$ cat config.mk
export PLATFORM = sky130hd
export DESIGN_NAME = tuning_command_frame_parser
export DESIGN_NICKNAME = d
export VERILOG_FILES = /design/src/rtl/tcfp_pkg.sv /design/src/rtl/tuning_command_frame_parser.sv /design/src/rtl/tcfp_f2u8.sv
export VERILOG_INCLUDE_DIRS = /design/src /design/src/rtl
export SDC_FILE = /design/constraint.sdc
export NUM_CORES = 1
export LEC_CHECK = 0
export ABC_AREA = 1
export ABC_CLOCK_PERIOD_IN_PS = 3600
export BUFFER_PORTS_ARGS = -buffer_cell sky130_fd_sc_hd__buf_2
export CAP_MARGIN = 5
export CELL_PAD_IN_SITES_DETAIL_PLACEMENT = 1
export CELL_PAD_IN_SITES_GLOBAL_PLACEMENT = 1
export CORE_ASPECT_RATIO = 0.5
export CORE_MARGIN = 3
export CORE_UTILIZATION = 32
export CTS_CLUSTER_SIZE = 14
export DETAILED_ROUTE_END_ITERATION = 8
export PLACE_DENSITY = 0.7
export SLEW_MARGIN = 15
export SYNTH_ARGS = -nofsm -noshare
export SYNTH_HDL_FRONTEND = slang
export SYNTH_SLANG_ARGS = --single-unit
$ cat constraint.sdc
create_clock -name clk -period 3.6 [get_ports clk]
set_clock_uncertainty 0.2 [all_clocks]
set_input_delay 0.36 -clock clk [delete_from_list [all_inputs] [get_ports clk]]
set_output_delay 0.36 -clock clk [all_outputs]
set_load 0.005 [all_outputs]
$ cat src/rtl/tuning_command_frame_parser_assert.svh
// Assertion macros used by the tuning command frame parser RTL.
`ifndef TUNING_COMMAND_FRAME_PARSER_ASSERT_SVH
`define TUNING_COMMAND_FRAME_PARSER_ASSERT_SVH

// Checks that the consequent holds in the same cycle as the antecedent.
`define TCFP_ASSERT_SAME(label, clk, rst_n, ante, cons, msg) \
	label: assert property (@(posedge clk) disable iff (!rst_n) (ante) |-> (cons)) \
		else $error(msg);

// Checks that the consequent holds in the cycle after the antecedent.
`define TCFP_ASSERT_NEXT(label, clk, rst_n, ante, cons, msg) \
	label: assert property (@(posedge clk) disable iff (!rst_n) (ante) |=> (cons)) \
		else $error(msg);

`endif

$ cat src/rtl/tcfp_pkg.sv
// Types and constants of the tuning command frame parser.
package tcfp_pkg;

	typedef enum logic [2:0] {
		PH_HEADER = 3'd0,
		PH_MODE   = 3'd1,
		PH_PARAM  = 3'd2,
		PH_SELECT = 3'd3,
		PH_SWITCH = 3'd4
	} phase_t;

	typedef enum logic [2:0] {
		ST_NONE      = 3'd0,
		ST_PARAM     = 3'd1,
		ST_WRITTEN   = 3'd2,
		ST_ON        = 3'd3,
		ST_OFF       = 3'd4,
		ST_REJECT    = 3'd5,
		ST_BAD_INDEX = 3'd6
	} status_t;

	localparam logic [7:0] HEADER_BYTE = 8'hF0;
	localparam logic [7:0] MODE_PARAM  = 8'h00;
	localparam logic [7:0] MODE_SELECT = 8'h01;
	localparam logic [7:0] MODE_SWITCH = 8'h02;
	localparam logic [7:0] SW_ON_BYTE  = 8'h0A;
	localparam logic [7:0] SW_OFF_BYTE = 8'hB0;

	localparam logic [2:0] LAST_PAYLOAD = 3'd4;

	localparam logic [7:0] EXP_BIAS     = 8'd127;
	localparam logic [7:0] EXP_TOO_BIG  = 8'd135;
	localparam logic [7:0] EXP_SPECIAL  = 8'hFF;
	localparam logic [7:0] VALUE_MAX    = 8'hFF;

	typedef struct packed {
		logic [7:0] value;
		logic       clipped;
	} conv_t;

endpackage

$ cat src/rtl/tuning_command_frame_parser.sv
// Top level of the tuning command frame parser.
// The parser takes one received byte per item and returns exactly one result item per byte:
// a status code, the channel table write caused by the byte (if any) and the enable flag.
// A frame is header 0xF0, a mode byte and five payload bytes; select frames carry the
// channel index and a big-endian single that is truncated and saturated to 0..255.
// Throughput is one byte per clock cycle while the output is not stalled. An accepted byte
// is held in the input register for one pass of parser logic, and the result register
// captures the outcome when the output can advance. While a result waits at the
// output, the input register takes one more byte and then the input stalls.
module tuning_command_frame_parser
	import tcfp_pkg::*;
#(
	parameter int NUM_CHANNELS = 9
) (
	input  logic        clk,
	input  logic        arst_n,
	input  logic        s_tvalid,
	output logic        s_tready,
	input  logic [7:0]  s_tdata,   // [7:0] rx_byte
	input  logic        s_tlast,   // chunk_end, not used by the parser
	output logic        m_tvalid,
	input  logic        m_tready,
	// [2:0] frame_status, [3] write_valid, [7:4] write_index, [15:8] write_value,
	// [16] value_clipped, [17] enable_flag, [23:18] zero
	output logic [23:0] m_tdata
);

	localparam logic [8:0] NUM_CH = 9'(NUM_CHANNELS);

	logic       valid_s1;
	logic [7:0] byte_s1;
	logic       advance;
	logic       fire;

	phase_t     phase_q, phase_d;
	logic [2:0] count_q, count_d;
	logic [2:0] count_inc;
	logic       done;
	logic [7:0] buf_q [4];
	logic       enable_q, enable_d;

	status_t    status_d;
	logic       wvalid_d;
	logic [3:0] widx_d;
	logic [7:0] wval_d;
	logic       clip_d;
	logic       all_on;
	logic       all_off;
	conv_t      conv;

	logic       m_tvalid_q;
	status_t    status_q;
	logic       wvalid_q;
	logic [3:0] widx_q;
	logic [7:0] wval_q;
	logic       clip_q;
	logic       flag_q;

	assign advance  = !m_tvalid_q || m_tready;
	assign s_tready = !valid_s1 || advance;
	assign fire     = valid_s1 && advance;

	always_ff @(posedge clk or negedge arst_n) begin
		if (!arst_n) begin
			valid_s1 <= 1'b0;
		end else if (s_tready) begin
			valid_s1 <= s_tvalid;
		end
	end

	always_ff @(posedge clk) begin
		if (s_tvalid && s_tready) begin
			byte_s1 <= s_tdata;
		end
	end

	tcfp_f2u8 u_conv (
		.bits   ({buf_q[1], buf_q[2], buf_q[3], byte_s1}),
		.result (conv)
	);

	assign count_inc = 3'(count_q + 3'd1);
	assign done      = (count_inc > LAST_PAYLOAD) || (count_inc == 3'd0);
	assign all_on    = (buf_q[0] == SW_ON_BYTE) && (buf_q[1] == SW_ON_BYTE) &&
		(buf_q[2] == SW_ON_BYTE) && (buf_q[3] == SW_ON_BYTE) && (byte_s1 == SW_ON_BYTE);
	assign all_off   = (buf_q[0] == SW_OFF_BYTE) && (buf_q[1] == SW_OFF_BYTE) &&
		(buf_q[2] == SW_OFF_BYTE) && (buf_q[3] == SW_OFF_BYTE) && (byte_s1 == SW_OFF_BYTE);

	always_comb begin
		phase_d  = phase_q;
		count_d  = count_q;
		enable_d = enable_q;
		status_d = ST_NONE;
		wvalid_d = 1'b0;
		widx_d   = 4'd0;
		wval_d   = 8'd0;
		clip_d   = 1'b0;
		unique case (phase_q)
			PH_HEADER: begin
				if (byte_s1 == HEADER_BYTE) begin
					phase_d = PH_MODE;
				end
			end
			PH_MODE: begin
				if (byte_s1 == MODE_PARAM) begin
					phase_d = PH_PARAM;
					count_d = 3'd0;
				end else if (byte_s1 == MODE_SELECT) begin
					phase_d = PH_SELECT;
					count_d = 3'd0;
				end else if (byte_s1 == MODE_SWITCH) begin
					phase_d = PH_SWITCH;
					count_d = 3'd0;
				end
			end
			PH_PARAM, PH_SELECT, PH_SWITCH: begin
				count_d = count_inc;
				if (done) begin
					phase_d = PH_HEADER;
					unique case (phase_q)
						PH_PARAM: begin
							status_d = ST_PARAM;
						end
						PH_SELECT: begin
							if ({1'b0, buf_q[0]} < NUM_CH) begin
								status_d = ST_WRITTEN;
								wvalid_d = 1'b1;
								widx_d   = buf_q[0][3:0];
								wval_d   = conv.value;
								clip_d   = conv.clipped;
							end else begin
								status_d = ST_BAD_INDEX;
							end
						end
						default: begin
							priority if (all_on) begin
								enable_d = 1'b1;
								status_d = ST_ON;
							end else if (all_off) begin
								enable_d = 1'b0;
								status_d = ST_OFF;
							end else begin
								status_d = ST_REJECT;
							end
						end
					endcase
				end
			end
			default: begin
				phase_d = PH_HEADER;
			end
		endcase
	end

	always_ff @(posedge clk or negedge arst_n) begin
		if (!arst_n) begin
			phase_q  <= PH_HEADER;
			count_q  <= 3'd0;
			enable_q <= 1'b0;
		end else if (fire) begin
			phase_q  <= phase_d;
			count_q  <= count_d;
			enable_q <= enable_d;
		end
	end

	always_ff @(posedge clk) begin
		if (fire && (phase_q == PH_PARAM || phase_q == PH_SELECT || phase_q == PH_SWITCH) &&
			!count_q[2]) begin
			buf_q[count_q[1:0]] <= byte_s1;
		end
	end

	always_ff @(posedge clk or negedge arst_n) begin
		if (!arst_n) begin
			m_tvalid_q <= 1'b0;
		end else if (advance) begin
			m_tvalid_q <= valid_s1;
		end
	end

	always_ff @(posedge clk) begin
		if (fire) begin
			status_q <= status_d;
			wvalid_q <= wvalid_d;
			widx_q   <= widx_d;
			wval_q   <= wval_d;
			clip_q   <= clip_d;
			flag_q   <= enable_d;
		end
	end

	assign m_tvalid = m_tvalid_q;
	assign m_tdata  = {6'd0, flag_q, clip_q, wval_q, widx_q, wvalid_q, status_q};

`include "tuning_command_frame_parser_assert.svh"

	`TCFP_ASSERT_SAME(a_write_status, clk, arst_n, m_tvalid_q,
		wvalid_q == (status_q == ST_WRITTEN), "write_valid disagrees with frame status")
	`TCFP_ASSERT_SAME(a_write_index, clk, arst_n, m_tvalid_q && wvalid_q,
		{5'd0, widx_q} < NUM_CH, "channel write index out of range")
	`TCFP_ASSERT_SAME(a_clip_only_on_write, clk, arst_n, m_tvalid_q && clip_q,
		wvalid_q, "clip reported without a channel write")
	`TCFP_ASSERT_SAME(a_flag_matches_switch, clk, arst_n,
		m_tvalid_q && (status_q == ST_ON || status_q == ST_OFF),
		flag_q == (status_q == ST_ON), "enable flag does not follow switch frame")
	`TCFP_ASSERT_NEXT(a_frame_end, clk, arst_n,
		fire && (phase_q == PH_PARAM || phase_q == PH_SELECT || phase_q == PH_SWITCH) && done,
		phase_q == PH_HEADER, "parser did not return to header after a frame")

endmodule

$ cat src/rtl/tcfp_f2u8.sv
// Converts a single-precision float to an unsigned byte, truncating and saturating.
module tcfp_f2u8
	import tcfp_pkg::*;
(
	input  logic [31:0] bits,
	output conv_t       result
);

	logic       neg;
	logic [7:0] ex;
	logic [2:0] k;
	logic [7:0] mant_top;

	assign neg      = bits[31];
	assign ex       = bits[30:23];
	assign k        = 3'(ex - EXP_BIAS);
	assign mant_top = {1'b1, bits[22:16]};

	always_comb begin
		result = '0;
		priority if (ex == EXP_SPECIAL) begin
			result.clipped = 1'b1;
			result.value   = ((|bits[22:0]) || neg) ? 8'd0 : VALUE_MAX;
		end else if (ex < EXP_BIAS) begin
			result.clipped = 1'b0;
			result.value   = 8'd0;
		end else if (ex >= EXP_TOO_BIG) begin
			result.clipped = 1'b1;
			result.value   = neg ? 8'd0 : VALUE_MAX;
		end else if (neg) begin
			result.clipped = 1'b1;
			result.value   = 8'd0;
		end else begin
			result.clipped = 1'b0;
			result.value   = mant_top >> (3'd7 - k);
		end
	end

endmodule
==> impl_metrics.ini <==
[logic_synthesis]
yosysWarnings = 0
syn-mean-instance-area_um2 = 9.500
synth_cell_types = 30
synth_mux_area_frac = 0
synth-xor-area-share = 0
synth_fa_ha_area_frac = 0.02297
synth_area_mm2 = 0.003268
synth_compound_area_frac = 0.04556
synth_top_family_by_area = simple AND/OR/NAND/NOR gates
synth_top_area_frac = 0.5329
netlist_instances = 344
synth_largest_area_cell = edfxtp_1
ys_seq_area_frac = 0.6018
yosys.area_share.simple = 0.2557
synthTopCellsByArea = edfxtp_1, nand2_1, dfrtp_1, nor2_1, inv_1
synth-seq-cells = 67

[grt]
grt_max_degree = 22
track_usage = 0.1432
grt_first_pass_wirelength_mm = 12.85
antenna_found_initial = 0
grt_pass1_vias = 2509
grt_overflow = 0

[pwr]
peakVddDrop_mv = 0.2375
total_power_w = 0.002234
p_per_area_mw_per_mm2 = 562.3
power.leakage_nw = 1.643

[finish]
layout_common_cells = nand2_1, nor2_1, edfxtp_1, inv_1, buf_2
design_area_mm2 = 0.003973
mostFrequentLayoutCell = nand2_1
syn2layout_area_growth_pct = 21.55
final_layout_size_suffix_gt1_frac = 0.1624
antennaDiodeCount = 0
final_nets = 408

[clock_tree]
clock_latency_ns = 0.33
cts_root_buf = clkbuf_16
cts_tree = done
cts_made_buffers = 9
clk_pin_slew_worst_paths_ns = 0.06
cts.sinks = 67
cts_max_path_buffers = 2
cts.htree.levels = 3

[die]
ios = 39
chipHeight_um = 77.46
die_w_um = 148.9
die-area_mm2 = 0.01154
start_util = 0.3370
core-area_mm2 = 0.009697
rows = 25

[detailed_routing]
dr.pass1.iters = 4
wl_per_cell_um = 14.16
drcViolationCount = 0
drt_wl_total_mm = 7.492
routed_via_density = 4.507
drt_iter0_drc = 90
dr_total_vias = 2384
drtAntennaViolNets = 0

[min_path]
hold_depth = 3
min_path_type = in2reg
hp-start = s_tvalid
hold_end = valid_s1

[worst_setup_path]
timing.rr.end = buf_q[1][2]
worstSetupEndpointType = register
start_kind = register
reg2reg_slack_ns = 1.28
r2r-start = m_tvalid
worstPathMaxFanout = 21
crit_required_ns = 3.36
arrival_ns = 2.08
path_class = reg2reg
r2r_cells = 6

[sta]
period_minus_slack_ns = 2.322
tns_ns = 0
setup_viol = 0
hold_slack_ns = 0.04520
tightestPinTransition_ns = 0.7434
grt_setup_unrepaired = false
finalCritPeriodShare = 0.6450
hold_violations = 0
relSlewSlack = 0.5026
timing.fmax_mhz = 430.7
drv_slew = 0

[run]
max-cap-violations = 0

[placed_design]
hpwl_mm = 5.549
port_buffers = 31
place_area_mm2 = 0.003535
place_congestion = 0.8348

[outcome]
status = complete, no violations
-- worst max path at each step --
stage | endpoint | from | depth (start not counted)
3_3_place_gp | buf_q[1][3] | m_tready | 8
2_1_floorplan | buf_q[0][0] | m_tvalid | 5
5_1_grt | buf_q[1][6] | m_tvalid | 6
3_5_place_dp | buf_q[1][3] | m_tready | 8
6_report | buf_q[1][2] | m_tvalid | 6
4_1_cts | buf_q[1][2] | m_tvalid | 6
-- flip-flops by register name, summed over array words and instances, names as in the netlist --
name      cells
buf_q        32
m_tvalid      1
enable_q      1
status_q      3
byte_s1       8
clip_q        1
wval_q        8
valid_s1      1
phase_q       3
wvalid_q      1
count_q       3
flag_q        1
widx_q        4
-- where the power goes --
| group | internal (W) | total [W] | switching (W) |
|---|---|---|---|
| clock | 0.000681 | 0.00102 | 0.000339 |
| combinational | 0.0000855 | 0.000241 | 0.000156 |
| sequential | 0.000918 | 0.000973 | 0.0000550 |
-- logic make-up (layout without fill, tap and decap cells) --
family          Yosys count  after routing
simple gates            190            190
flops                    67             67
buf+inv                  53             98
compound gates           27             27
fa+ha+maj                 6              6
other cells               1              6
-- Yosys cell counts --
cell / n
buf_4: 10
o21a_1: 1
nor3_1: 2
a211oi_1: 1
nand3b_1: 1
nand3_2: 1
dfrtp_1: 9
conb_1: 1
o22ai_1: 1
o21ai_0: 8
inv_2: 1
clkinv_1: 1
a21oi_1: 13
nand3_1: 26
nor3_4: 1
ha_1: 6
inv_1: 39
nor3b_4: 1
edfxtp_1: 58
nor2_2: 6
nand4_1: 3
clkbuf_1: 1
o21ai_1: 2
nand4_4: 1
nand2_2: 3
or2_2: 1
buf_2: 1
o211ai_2: 1
nor2_1: 58
nand2_1: 86
-- metal layers --
| layer | up-vias | GRT usage | routed length, um |
|---|---|---|---|
| li1 | 1206 | - | - |
| met2 | 64 | 0.2222 | 3197 |
| met1 | 1100 | 0.1932 | 3641 |
| met3 | 14 | 0.03909 | 485 |
| met4 | 0 | 0.05205 | 168 |
| met5 | - | 0 | 0 |
-- cell type report --
type                    instances  area, um^2
fillers                      1125        5724
flip-flops and latches         67        1967
multi-input cells             229        1082
repair buffers                 41       252.7
clock buffers                   9       225.2
well taps                     135       168.9
inverters                      41       153.9
clock inverters                 7       122.6
-- worst max-delay path: stages, from the launching register on --
cell,delay [ns]
dfrtp_1,0.39
nand2_1,0.09
nand2_1,0.13
inv_1,0.08
buf_4,0.29
nand2_1,0.17
nor2_1,0.60
-- what timing repair did --
item,4_1_cts,5_1_grt
endpoints found under the hold margin,16,1
resized for setup,0,0
setup buffers,0,0
hold buffers,8,1
endpoints found under the setup margin,0,0
-- stage by stage --
step	instances	util	worst slack [ns]
detailed placement	504	0.3645	1.179
finish	529	0.4097	1.278
global route	529	0.4097	1.032
CTS	528	0.4086	1.238
global placement	504	0.3645	1.258
floorplan	349	-	1.442
No activity file was read; power rests on OpenSTA's default activity.
